### src/hw/rtl/wma_pkg.sv
// Shared constants and types for the windowed moving average block.
package wma_pkg;

    localparam int WINDOW   = 16;
    localparam int SAMPLE_W = 16;
    localparam int FRAC_W   = 8;
    localparam int AVG_W    = 24;
    localparam int PTR_W    = (WINDOW > 1) ? $clog2(WINDOW) : 1;
    localparam int CNT_W    = $clog2(WINDOW + 1);
    localparam int SUM_W    = SAMPLE_W + $clog2(WINDOW);
    localparam int DVD_W    = SUM_W + FRAC_W;
    localparam int ITER_W   = $clog2(DVD_W + 1);

    typedef enum logic [1:0] {
        ST_IDLE,
        ST_READ,
        ST_DIV,
        ST_OUT
    } wma_state_t;

endpackage

### src/hw/rtl/windowed_moving_average.sv
// Windowed moving average: mean of the last WINDOW samples over a ring memory.
// Each sample item reads the oldest entry from the ring memory, updates the
// exact running sum, writes the new sample back and then divides sum * 256 by
// the number of held samples in a bit-serial divider, one quotient bit per
// cycle. A sample item passes through the read, divide and output states:
// its result is loaded into the output register once the divider is done,
// and the next item can enter after that. A clear item goes straight to the
// output state, gives a zero average and restarts warm-up. One item is in
// flight at a time; the result register lets the next item enter while a
// result waits, and a finished result stalls while the one before it is
// still waiting.
module windowed_moving_average
    import wma_pkg::*;
(
    input  logic                       aclk,
    input  logic                       aresetn,
    input  logic                       s_valid,
    output logic                       s_ready,
    input  logic                       s_clear,
    input  logic signed [SAMPLE_W-1:0] s_sample,
    output logic                       m_valid,
    input  logic                       m_ready,
    output logic signed [AVG_W-1:0]    m_average,
    output logic                       m_window_full
);

    wma_state_t state_reg;
    wma_state_t state_next;

    logic                       s_accept;
    logic                       rd_en;
    logic                       wr_en;
    logic                       div_start;
    logic                       out_load;
    logic                       div_done;
    logic signed [DVD_W-1:0]    div_quot;
    logic signed [SAMPLE_W-1:0] rd_data;

    logic signed [SAMPLE_W-1:0] sample_reg;
    logic [PTR_W-1:0]           pos_reg;
    logic [PTR_W-1:0]           pos_next;
    logic signed [SUM_W-1:0]    sum_reg;
    logic signed [SUM_W-1:0]    sum_next;
    logic                       filled_reg;
    logic                       filled_next;
    logic [CNT_W-1:0]           pos_inc;
    logic                       wrap;
    logic [CNT_W-1:0]           count;
    logic signed [SUM_W-1:0]    old_ext;
    logic signed [SUM_W-1:0]    new_ext;
    logic signed [DVD_W-1:0]    dividend;

    logic signed [AVG_W-1:0]    res_avg_reg;
    logic                       res_full_reg;
    logic                       m_valid_reg;
    logic signed [AVG_W-1:0]    m_average_reg;
    logic                       m_window_full_reg;

    assign s_accept = s_valid && s_ready;

    always_comb begin
        state_next = state_reg;
        case (state_reg)
            ST_IDLE: begin
                if (s_valid) begin
                    state_next = s_clear ? ST_OUT : ST_READ;
                end
            end
            ST_READ: state_next = ST_DIV;
            ST_DIV: begin
                if (div_done) begin
                    state_next = ST_OUT;
                end
            end
            ST_OUT: begin
                if (!m_valid_reg || m_ready) begin
                    state_next = ST_IDLE;
                end
            end
            default: state_next = ST_IDLE;
        endcase
    end

    always_comb begin
        s_ready   = 1'b0;
        wr_en     = 1'b0;
        div_start = 1'b0;
        out_load  = 1'b0;
        case (state_reg)
            ST_IDLE: s_ready = 1'b1;
            ST_READ: begin
                wr_en     = 1'b1;
                div_start = 1'b1;
            end
            ST_DIV: ;
            ST_OUT: out_load = !m_valid_reg || m_ready;
            default: ;
        endcase
        rd_en = s_accept && !s_clear;
    end

    always_ff @(posedge aclk) begin
        if (!aresetn) begin
            state_reg <= ST_IDLE;
        end else begin
            state_reg <= state_next;
        end
    end

    always_comb begin
        old_ext     = filled_reg ? {{(SUM_W-SAMPLE_W){rd_data[SAMPLE_W-1]}}, rd_data} : '0;
        new_ext     = {{(SUM_W-SAMPLE_W){sample_reg[SAMPLE_W-1]}}, sample_reg};
        sum_next    = sum_reg - old_ext + new_ext;
        pos_inc     = CNT_W'(pos_reg) + CNT_W'(1);
        wrap        = (pos_inc == CNT_W'(WINDOW));
        pos_next    = wrap ? '0 : pos_inc[PTR_W-1:0];
        filled_next = filled_reg || wrap;
        count       = filled_next ? CNT_W'(WINDOW) : pos_inc;
        dividend    = {sum_next, {FRAC_W{1'b0}}};
    end

    always_ff @(posedge aclk) begin
        if (!aresetn) begin
            pos_reg    <= '0;
            sum_reg    <= '0;
            filled_reg <= 1'b0;
        end else if (s_accept && s_clear) begin
            pos_reg    <= '0;
            sum_reg    <= '0;
            filled_reg <= 1'b0;
        end else if (wr_en) begin
            pos_reg    <= pos_next;
            sum_reg    <= sum_next;
            filled_reg <= filled_next;
        end
    end

    always_ff @(posedge aclk) begin
        if (s_accept) begin
            sample_reg <= s_sample;
        end
        if (s_accept && s_clear) begin
            res_avg_reg  <= '0;
            res_full_reg <= 1'b0;
        end else begin
            if (wr_en) begin
                res_full_reg <= filled_next;
            end
            if (div_done) begin
                res_avg_reg <= div_quot[AVG_W-1:0];
            end
        end
    end

    always_ff @(posedge aclk) begin
        if (!aresetn) begin
            m_valid_reg <= 1'b0;
        end else if (out_load) begin
            m_valid_reg <= 1'b1;
        end else if (m_ready) begin
            m_valid_reg <= 1'b0;
        end
    end

    always_ff @(posedge aclk) begin
        if (out_load) begin
            m_average_reg     <= res_avg_reg;
            m_window_full_reg <= res_full_reg;
        end
    end

    assign m_valid       = m_valid_reg;
    assign m_average     = m_average_reg;
    assign m_window_full = m_window_full_reg;

    wma_ram u_ram (
        .aclk    (aclk),
        .wr_en   (wr_en),
        .wr_addr (pos_reg),
        .wr_data (sample_reg),
        .rd_en   (rd_en),
        .rd_addr (pos_reg),
        .rd_data (rd_data)
    );

    wma_div u_div (
        .aclk     (aclk),
        .aresetn  (aresetn),
        .start    (div_start),
        .dividend (dividend),
        .divisor  (count),
        .done     (div_done),
        .quotient (div_quot)
    );

endmodule

### src/hw/rtl/wma_ram.sv
// Sample ring memory: one write port, one read port with registered read data.
module wma_ram
    import wma_pkg::*;
(
    input  logic                       aclk,
    input  logic                       wr_en,
    input  logic [PTR_W-1:0]           wr_addr,
    input  logic signed [SAMPLE_W-1:0] wr_data,
    input  logic                       rd_en,
    input  logic [PTR_W-1:0]           rd_addr,
    output logic signed [SAMPLE_W-1:0] rd_data
);

    logic signed [SAMPLE_W-1:0] mem [WINDOW];
    logic signed [SAMPLE_W-1:0] rd_data_reg;

    always_ff @(posedge aclk) begin
        if (wr_en) begin
            mem[wr_addr] <= wr_data;
        end
    end

    always_ff @(posedge aclk) begin
        if (rd_en) begin
            rd_data_reg <= mem[rd_addr];
        end
    end

    assign rd_data = rd_data_reg;

endmodule

### src/hw/rtl/wma_div.sv
// Serial restoring divider: signed dividend by unsigned count, truncated toward zero.
module wma_div
    import wma_pkg::*;
(
    input  logic                    aclk,
    input  logic                    aresetn,
    input  logic                    start,
    input  logic signed [DVD_W-1:0] dividend,
    input  logic [CNT_W-1:0]        divisor,
    output logic                    done,
    output logic signed [DVD_W-1:0] quotient
);

    logic [ITER_W-1:0] iter_reg;
    logic [ITER_W-1:0] iter_next;
    logic              done_reg;
    logic              done_next;
    logic              neg_reg;
    logic [DVD_W-1:0]  dvd_reg;
    logic [DVD_W-1:0]  dvd_next;
    logic [CNT_W-1:0]  dsr_reg;
    logic [CNT_W-1:0]  rem_reg;
    logic [CNT_W-1:0]  rem_next;
    logic [CNT_W:0]    rem_sh;
    logic              qbit;

    always_comb begin
        rem_sh    = {rem_reg, dvd_reg[DVD_W-1]};
        qbit      = (rem_sh >= {1'b0, dsr_reg});
        rem_next  = qbit ? CNT_W'(rem_sh - {1'b0, dsr_reg}) : rem_sh[CNT_W-1:0];
        dvd_next  = {dvd_reg[DVD_W-2:0], qbit};
        iter_next = iter_reg - ITER_W'(1);
        done_next = (iter_reg == ITER_W'(1));
    end

    always_ff @(posedge aclk) begin
        if (!aresetn) begin
            iter_reg <= '0;
            done_reg <= 1'b0;
        end else if (start) begin
            iter_reg <= ITER_W'(DVD_W);
            done_reg <= 1'b0;
        end else if (iter_reg != '0) begin
            iter_reg <= iter_next;
            done_reg <= done_next;
        end else begin
            done_reg <= 1'b0;
        end
    end

    always_ff @(posedge aclk) begin
        if (start) begin
            neg_reg <= dividend[DVD_W-1];
            dvd_reg <= dividend[DVD_W-1] ? DVD_W'(-dividend) : DVD_W'(dividend);
            dsr_reg <= divisor;
            rem_reg <= '0;
        end else if (iter_reg != '0) begin
            dvd_reg <= dvd_next;
            rem_reg <= rem_next;
        end
    end

    assign done     = done_reg;
    assign quotient = neg_reg ? -$signed(dvd_reg) : $signed(dvd_reg);

endmodule
### config.mk
export PLATFORM = sky130hd
export DESIGN_NAME = windowed_moving_average
export DESIGN_NICKNAME = d
export VERILOG_FILES = /design/src/hw/rtl/wma_pkg.sv /design/src/hw/rtl/windowed_moving_average.sv /design/src/hw/rtl/wma_ram.sv /design/src/hw/rtl/wma_div.sv
export SDC_FILE = /design/constraint.sdc
export NUM_CORES = 1
export LEC_CHECK = 0
export ABC_AREA = 1
export BUFFER_PORTS_ARGS = -buffer_cell sky130_fd_sc_hd__buf_2
export CORE_ASPECT_RATIO = 1.2
export CORE_UTILIZATION = 50
export DETAILED_ROUTE_END_ITERATION = 6
export PLACE_DENSITY = 0.69
export SLEW_MARGIN = 20
export SYNTH_ARGS = -nofsm -noshare
export SYNTH_HDL_FRONTEND = slang
export SYNTH_HIERARCHICAL = 1
export SYNTH_SLANG_ARGS = --single-unit
### constraint.sdc
create_clock -name aclk -period 3.5 [get_ports aclk]
set_input_delay 0.175 -clock aclk [delete_from_list [all_inputs] [get_ports aclk]]
set_output_delay 0.175 -clock aclk [all_outputs]
set_load 0.005 [all_outputs]
### After elaboration in Yosys (flattened, before gate mapping)

Memories as Yosys holds them, arrays and structs flattened. A register that Yosys moved wholly into a read port is not among the register bits.
Index checks and enable logic that the tools add are counted.

* register bits: 139
* RAM bits: 256
* input bits: 21
* output and inout bits: 27
* word-level logic and storage cells: 72
* memories: 1

Memory list
* u_ram.mem: words 16, width 16, rd ports 1, clocked after Yosys merged registers in 1, write ports 1, RTL line wma_ram.sv:14 `logic signed [SAMPLE_W-1:0] mem [WINDOW];`

* $add $sub $neg: 7
* order comparisons: 1
* equal/unequal tests: 8
* muxes and demuxes: 21
* bitwise operators: 2
* reduce and logical (&&, ||, !) cells: 15

Operators with widths (count)
* $mux W28: 3
* $neg A28 Y28: 1
* $mux W24: 1
* $neg A24 Y24: 1
* $add A20 B16 Y20: 1
* $mux W20: 1
* $sub A20 B20 Y20: 1
* $mux W5: 3
* $mux W2: 4
* $pmux W2 S4: 1
* $mux W1: 7
* $ge A6 B5 Y1: 1
* $add A4 B1 Y5 const B: 1
* $eq A5 B1 Y1 const B: 1
* $eq A5 B5 Y1 const B: 1
* $reduce_bool A5 Y1: 1
* $sub A5 B1 Y5 const B: 1
* $sub A5 B5 Y5: 1
* $eq A2 B2 Y1 const B: 2
* $mux W4: 1
* $ne A2 B2 Y1 const B: 2
* $reduce_bool A2 Y1: 2
* $reduce_or A2 Y1: 2
* $logic_and A1 B1 Y1: 3
* other kinds (8): 11

### Logic depth before layout (Yosys ltp)

Gate-level depths: netlist of the first run.

* word-level depth: 6
* gate-level depth with buffers: 24
* gate-level depth less buffers: 22

### By module

The synthesis of the first run kept the hierarchy.

Modules (own cells, without submodules)
* wma_ram: times used 1, cells each 1074, area each 11541.1 um2, seq. area each 8167.8 um2
* windowed_moving_average: times used 1, cells each 720, area each 5469.0 um2, seq. area each 2292.2 um2
* wma_div: times used 1, cells each 490, area each 3618.5 um2, seq. area each 1241.2 um2

### Least setup slack after synthesis of the first run

OpenSTA, ideal clock, no wires.

* kind: flip-flop to flip-flop
* from: reg filled_reg
* to: reg u_div.dvd_reg[26], data pin
* library setup time: 0.253 ns
* arrival time: 3.175 ns
* required time: 3.247 ns
* slack: 0.072 ns
* stages on the path, launching flop included: 23
* path buffers: 3
* period minus slack after synthesis: 3.428 ns
* path through: dfxtp_1 > clkbuf_1 > clkbuf_1 > nand2_1 > inv_1 > fa_1 > inv_1 > ha_1 > nand2_2 > inv_1 > a21oi_2 > nand2_1 > nand2_1 > nand3_1 > nand2_1 > nand2_1 > buf_6 > nand2_1 > nand3_2 > nor2_2 > nand3_1 > nand3_1 > nand2_1

* elaborated cells on any way between the ends: 6
* those cells by class: 3 x add/sub; 3 x mux

RTL lines
* start, declared: RTL line windowed_moving_average.sv:44 `logic filled_reg;`
* start signal, assigned: RTL line windowed_moving_average.sv:134 `filled_reg <= filled_next;`
* $mux W20: RTL line windowed_moving_average.sv:111 `old_ext = filled_reg ? {{(SUM_W-SAMPLE_W){rd_data[SAMPLE_W-1]}}, rd_data} : '0;`
* $sub A20 B20 Y20: RTL line windowed_moving_average.sv:113 `sum_next = sum_reg - old_ext + new_ext;`
* $add A20 B16 Y20: RTL line windowed_moving_average.sv:113
* net sum_next[19]: RTL line windowed_moving_average.sv:43 `logic signed [SUM_W-1:0] sum_next;`
* $mux W28: RTL line wma_div.sv:54 `dvd_reg <= dividend[DVD_W-1] ? DVD_W'(-dividend) : DVD_W'(dividend);`
* $mux W28: RTL line wma_div.sv:52 `if (start) begin`
* end signal, assigned: RTL line wma_div.sv:54
* end signal, assigned: RTL line wma_div.sv:58 `dvd_reg <= dvd_next;`
* end, declared: RTL line wma_div.sv:19 `logic [DVD_W-1:0] dvd_reg;`

The timed path passes the listed nets, and every way through them passes these cells.
A chain may end at the register's enable or synchronous reset.

### Worst setup path after layout of the first run

* from: reg sample_reg[6]
* to: reg u_div.dvd_reg[26], data pin

* word-level cells in the longest chain between the ends: 4

RTL lines
* start, declared: RTL line windowed_moving_average.sv:39 `logic signed [SAMPLE_W-1:0] sample_reg;`
* start signal, assigned: RTL line windowed_moving_average.sv:140 `sample_reg <= s_sample;`
* $add A20 B16 Y20: RTL line windowed_moving_average.sv:113
* net sum_next[9]: RTL line windowed_moving_average.sv:43
* $neg A28 Y28: RTL line wma_div.sv:54
* $mux W28: RTL line wma_div.sv:54
* $mux W28: RTL line wma_div.sv:52

The timed path passes the listed nets, and every way through them passes these cells.

==> impl_metrics.py, run 1 <==
metrics = {
    "worst_hold_path": {
        "worstHoldPathCells": 4,
        "min_to": "state_reg[0]",
        "hp-class": "input port to flip-flop",
        "hp-start": "s_valid",
    },
    "synth": {
        "syn_area_per_cell_um2": 9.06,
        "syn-instance-count": 2264,
        "syn_area_um2": 20500,
        "synth_warnings": 6,
    },
    "routing": {
        "via_per_inst": 5.08,
        "wl_met3_mm": 2.59,
        "routed.top_layer": "met4",
        "wl_met1_mm": 19.0,
        "wl_met2_mm": 25.2,
        "drc_errors": 0,
        "antenna_left": 0,
        "wl_mm": 48.6,
        "dr.pass1.iters": 7,
        "first_iter_violations": 1043,
        "num_vias": 15100,
        "detail_route.wl_per_cell_um": 16.3,
    },
    "floorplan": {
        "core_um2": 40100,
        "ios": 48,
        "die_x_um": 187,
        "fp.dieArea_um2": 41900,
        "die_h_um": 224,
        "start_util_pct": 51.1,
        "rows": 80,
    },
    "timing": {
        "slew_headroom_pct": 29.0,
        "period_needed_ps": 3410,
        "finalHoldViolCount": 0,
        "final.period_utilization_pct": 97.4,
        "finalWorstSetupSlack_ps": 91.4,
        "fmax_mhz": 293,
        "holdWs_ps": 38.3,
        "worstMarginPinSlew_ps": 1070,
        "final-setup-viol-count": 0,
        "tns_ps": 0,
        "finClkSkew_ps": 36.2,
        "report.final.slew_viol_count": 0,
    },
    "status": {
        "status": "completed",
    },
    "placement": {
        "gp_congestion": 0.950,
        "post-dp-hpwl_mm": 32.8,
        "place_ws_ps": -73.7,
        "dp_cells": 2873,
        "port_buffers": 47,
    },
    "clock_network": {
        "cts.sinks": 411,
        "numCtsBuffers": 42,
        "cts_buffer_depth": 3,
        "insertion_delay_ps": 600,
        "cts_max_level": 2,
        "clk_pin_slew_ps": 60,
        "root_buffer": "clkbuf_16",
        "tritoncts": "done",
    },
    "worst_setup_path": {
        "worstSetupPathType": "flip-flop to flip-flop",
        "arrival_ps": 3730,
        "worstPathMaxFanout": 5,
        "r2r_end": "u_div/dvd_reg[26]",
        "required_ps": 3820,
        "r2r_cells": 18,
        "reg2reg_slack_ps": 90,
        "worstSetupEndpointType": "flip-flop",
        "rr_startpoint": "sample_reg[6]",
        "cp-start-kind": "flip-flop",
    },
    "global_routing": {
        "grt_max_degree": 93,
        "antenna_found_initial": 0,
        "grt_pass1_wl_mm": 77.3,
        "grt_overflow_total": 0,
        "track_usage_pct": 23.7,
        "grt_pass1_vias": 14800,
    },
    "finish": {
        "largest_reg_flops": 256,
        "syn_to_final_growth_pct": 15.4,
        "diodes": 0,
        "drive_gt1_share_pct": 12.9,
        "final_nets": 2491,
        "instances_no_fill": 2981,
    },
    "power": {
        "p_per_area_nw_per_um2": 992,
        "finalPower_mw": 23.5,
        "vdd_ir_drop_max_mv": 0.504,
        "cellLeakagePower_nw": 10.9,
    },
    "flow_run": {
        "cap_violations": 0,
    },
}
## report_power, final
group          leakage, nW  total (mW)  switching [mW]  internal [mW]
sequential            3.71        7.18           0.606           6.57
combinational         6.48        11.8            7.59           4.17
clock                0.698        4.57            1.94           2.64
total                 10.9        23.5            10.1           13.4
## area by class of cell
cell class	instances	area (um^2)
Timing Repair Buffer	166	1220
Tap cell	533	667
Multi-Input combinational cell	1350	6990
Sequential cell	411	11700
Clock buffer	57	1190
Inverter	443	1660
Fill cell	3382	16500
Clock inverter	21	248
## metrics by stage
step                cell area [um^2]  utilization [%]
global placement               21700             54.2
floorplan                      20600                -
detailed placement             21700             54.2
CTS                            23400             58.3
finish                         23700             59.0
global route                   23700             59.0
## worst max-delay path, cell delays in order, from the launching register on
cell	delay (ps)
edfxtp_1	450
inv_1	110
fa_1	540
inv_1	50
ha_2	370
nand2_1	120
nor2_2	190
nand3_1	150
nand3_4	140
xor2_4	260
nor2_1	70
nand2_1	160
nor2_1	70
nor2_1	170
nor2_4	80
nand2_1	60
nand2_1	40
nand3_1	60
nand2_1	50
## routing by layer
| layer | global-route usage [%] | vias up |
|---|---|---|
| met5 | 0 | - |
| met4 | 10.2 | 0 |
| met3 | 3.35 | 119 |
| met2 | 43.2 | 484 |
| met1 | 27.7 | 7087 |
| li1 | - | 7453 |
## timing repair
action	in CTS	in global routing
endpoints found under the setup margin	6	19
gates resized for setup	3	55
setup buffers	1	8
pin swaps	2	7
hold buffers	21	0
endpoints found under the hold margin	25	0
## cell usage in the layout, fill, tap and decap left out, drive strengths merged, types with 35 or more instances in the layout
cell type	instances
a21oi	50
buf	145
clkbuf	57
dfxtp	64
edfxtp	347
ha	36
inv	444
nand2	689
nand3	271
nor2	117
o21ai	58
xor2	35
## worst max-delay path by stage
stage | startpoint | end | slack (ps) | cells after the start
6_report | sample_reg[6] | u_div/dvd_reg[26] | 90 | 18
2_1_floorplan | filled_reg | u_div/dvd_reg[26] | 70 | 22
5_1_grt | filled_reg | u_div/dvd_reg[25] | -40 | 21
3_5_place_dp | filled_reg | u_div/dvd_reg[26] | -70 | 19
3_3_place_gp | sample_reg[7] | u_div/dvd_reg[23] | -30 | 17
4_1_cts | sample_reg[7] | u_div/dvd_reg[26] | 2 | 17
(Power assumes the default switching activity.)
==> run 2, diff against run 1 <==
Settings changed: CORE_UTILIZATION 50 to 57, PLACE_DENSITY 0.69 to 0.77.
==> run 2 against run 1 <==
Net effect: maximum frequency up 1.5%; total power is 1.5% higher; combinational power barely moved; clock power is 4% higher; global-route usage up 2.9 points.
==> impl_metrics.py, run 2 (synthesized netlist as in run 1, its figures left out) <==
metrics = {
    "finish": {
        "drive_gt1_share_pct": 13.1,
        "final_cell_mix": "669 x nand2_1, 432 x inv_1, 347 x edfxtp_1, 256 x nand3_1, 89 x buf_4",
        "largest_reg_flops": 256,
        "final_nets": 2485,
        "post-route-util_pct": 67.3,
        "syn_to_final_growth_pct": 15.4,
        "final_common_cell": "nand2_1",
        "diodes": 0,
    },
    "clock_network": {
        "clk_pin_slew_ps": 60,
        "tritoncts": "done",
        "cts_max_level": 2,
        "root_buffer": "clkbuf_16",
        "numCtsBuffers": 42,
        "cts_buffer_depth": 3,
        "insertion_delay_ps": 570,
        "cts.sinks": 411,
    },
    "routing": {
        "wl_mm": 48.1,
        "num_vias": 15500,
        "first_iter_violations": 1239,
        "antenna_left": 0,
        "dr.pass1.iters": 5,
        "detail_route.wl_per_cell_um": 16.6,
        "via_per_inst": 5.32,
        "drc_errors": 0,
    },
    "timing": {
        "finClkSkew_ps": 27.2,
        "final.period_utilization_pct": 96.0,
        "report.final.slew_viol_count": 0,
        "finalHoldViolCount": 0,
        "worstMarginPinSlew_ps": 1000,
        "final-setup-viol-count": 0,
        "fmax_mhz": 298,
        "period_needed_ps": 3360,
        "holdWs_ps": 67.7,
        "slew_headroom_pct": 33.1,
        "rsz0062_at_grt": "true",
    },
    "worst_setup_path": {
        "worstPathMaxFanout": 10,
        "crit_top_cell": "nand2_1",
        "cp-start-kind": "flip-flop",
        "required_ps": 3800,
        "worstSetupEndpointType": "flip-flop",
        "worstSetupPathType": "flip-flop to flip-flop",
        "cpLargestDelayFamily": "simple AND/OR/NAND/NOR gates",
        "path_cells": "buf_6, clkinvlp_4, fa_1, inv_1, ha_1, buf_4, nand2_1, nand2_1, nand2_1, nand2_1, a21oi_2, nand3_1, nand2_1, nand2_2, buf_12, inv_2, nor2_2, nor2_4, nand4_1, nand3_1, nand2_1",
        "path_buf_inv": 6,
        "arrival_ps": 3660,
        "cpPeakStageDelay_ps": 530,
        "slowest_stage": "fa_1",
    },
    "floorplan": {
        "die_x_um": 175,
        "ios": 48,
        "fp.dieArea_um2": 36800,
        "core_um2": 35200,
        "rows": 75,
        "start_util_pct": 58.3,
        "die_h_um": 210,
    },
    "power": {
        "power_frac_seq_pct": 30.0,
        "netSwitchingPower_mw": 10.2,
        "swShare_pct": 42.5,
        "finalPower_mw": 23.9,
        "p_per_area_nw_per_um2": 1010,
        "internal_power_mw": 13.7,
        "vdd_ir_drop_max_mv": 0.573,
        "power.share.clock_pct": 19.9,
        "cellLeakagePower_nw": 10.9,
        "comb_power_share_pct": 50.2,
    },
    "global_routing": {
        "grt_overflow_total": 0,
        "grt_max_degree": 67,
        "track_usage_pct": 26.6,
        "grt_pass1_wl_mm": 76.4,
        "antenna_found_initial": 0,
        "grt_pass1_vias": 15500,
    },
    "worst_hold_path": {
        "hp-class": "input port to flip-flop",
    },
    "flow_run": {
        "cap_violations": 0,
    },
    "placement": {
        "gp_congestion": 0.920,
        "port_buffers": 47,
        "post-dp-hpwl_mm": 32.0,
    },
    "status": {
        "status": "completed",
    },
}
-- run 2: cell count changes in the layout (fill, tap and decap cells not counted), sizes merged --
| cell | change |
|---|---|
| buf | -5 |
| clkbuf | -10 |
| dlygate4sd3 | -1 |
| inv | -2 |
| clkinv | +7 |
| bufinv | +5 |
-- run 2: routing by layer --
metal  part of all wire [%]  vias up  track usage (%)
li1                       -     7455                -
met1                     38     7272             30.5
met2                     52      594             48.6
met3                    6.5      142             3.95
met4                    4.1        0             12.3
met5                      0        -                0
-- run 2: through the flow --
step | cells | worst slack [ps] | TNS [ps] | area [um^2]
floorplan | 2283 | 72.3 | 0 | 20600
finish | 2904 | 141 | 0 | 23700
global route | 2904 | -90.6 | -595 | 23700
global placement | 2799 | -110 | -219 | 21600
detailed placement | 2799 | -178 | -429 | 21600
CTS | 2899 | 6.45 | 0 | 23300
-- run 2: layout make-up --
type,instances,area (um^2)
Clock buffer,47,1090
Sequential cell,411,11700
Inverter,443,1670
Tap cell,462,578
Fill cell,2649,11500
Multi-Input combinational cell,1350,7060
Clock inverter,31,388
Timing Repair Buffer,160,1170
-- run 2: worst register-to-register path, delay by kind of cell (launching register included) --
family	cells	cell delay, ps
compound gates	1	170
buf+inv	6	710
simple gates	12	1030
flops	1	350
fa+ha+maj	2	830
-- run 2: final timing paths --
path         slack, ps           endpoint  cells past startpoint      startpoint
min                 70       state_reg[0]                      4         s_valid
max                140  u_div/dvd_reg[25]                     21  sample_reg[15]
max reg2reg        140  u_div/dvd_reg[25]                     21  sample_reg[15]
min reg2reg        430       m_average[6]                      0  res_avg_reg[6]
-- run 2: power by group through the flow --
stage	Clock, mW	Combinational, mW	Sequential (mW)
3_5_place_dp	0	10.8	7.24
5_1_grt	4.99	13.3	7.24
2_1_floorplan	0	7.82	7.06
4_1_cts	4.80	10.9	7.14
3_3_place_gp	0	10.5	7.21
6_report	4.75	12.0	7.15
-- run 2: timing repair --
action                     CTS  global route
hold buffers                20             0
setup endpoints to repair    5            19
resized for setup            3            74
hold endpoints to repair    25             0
setup buffers                2             5
pin swaps                    0            12
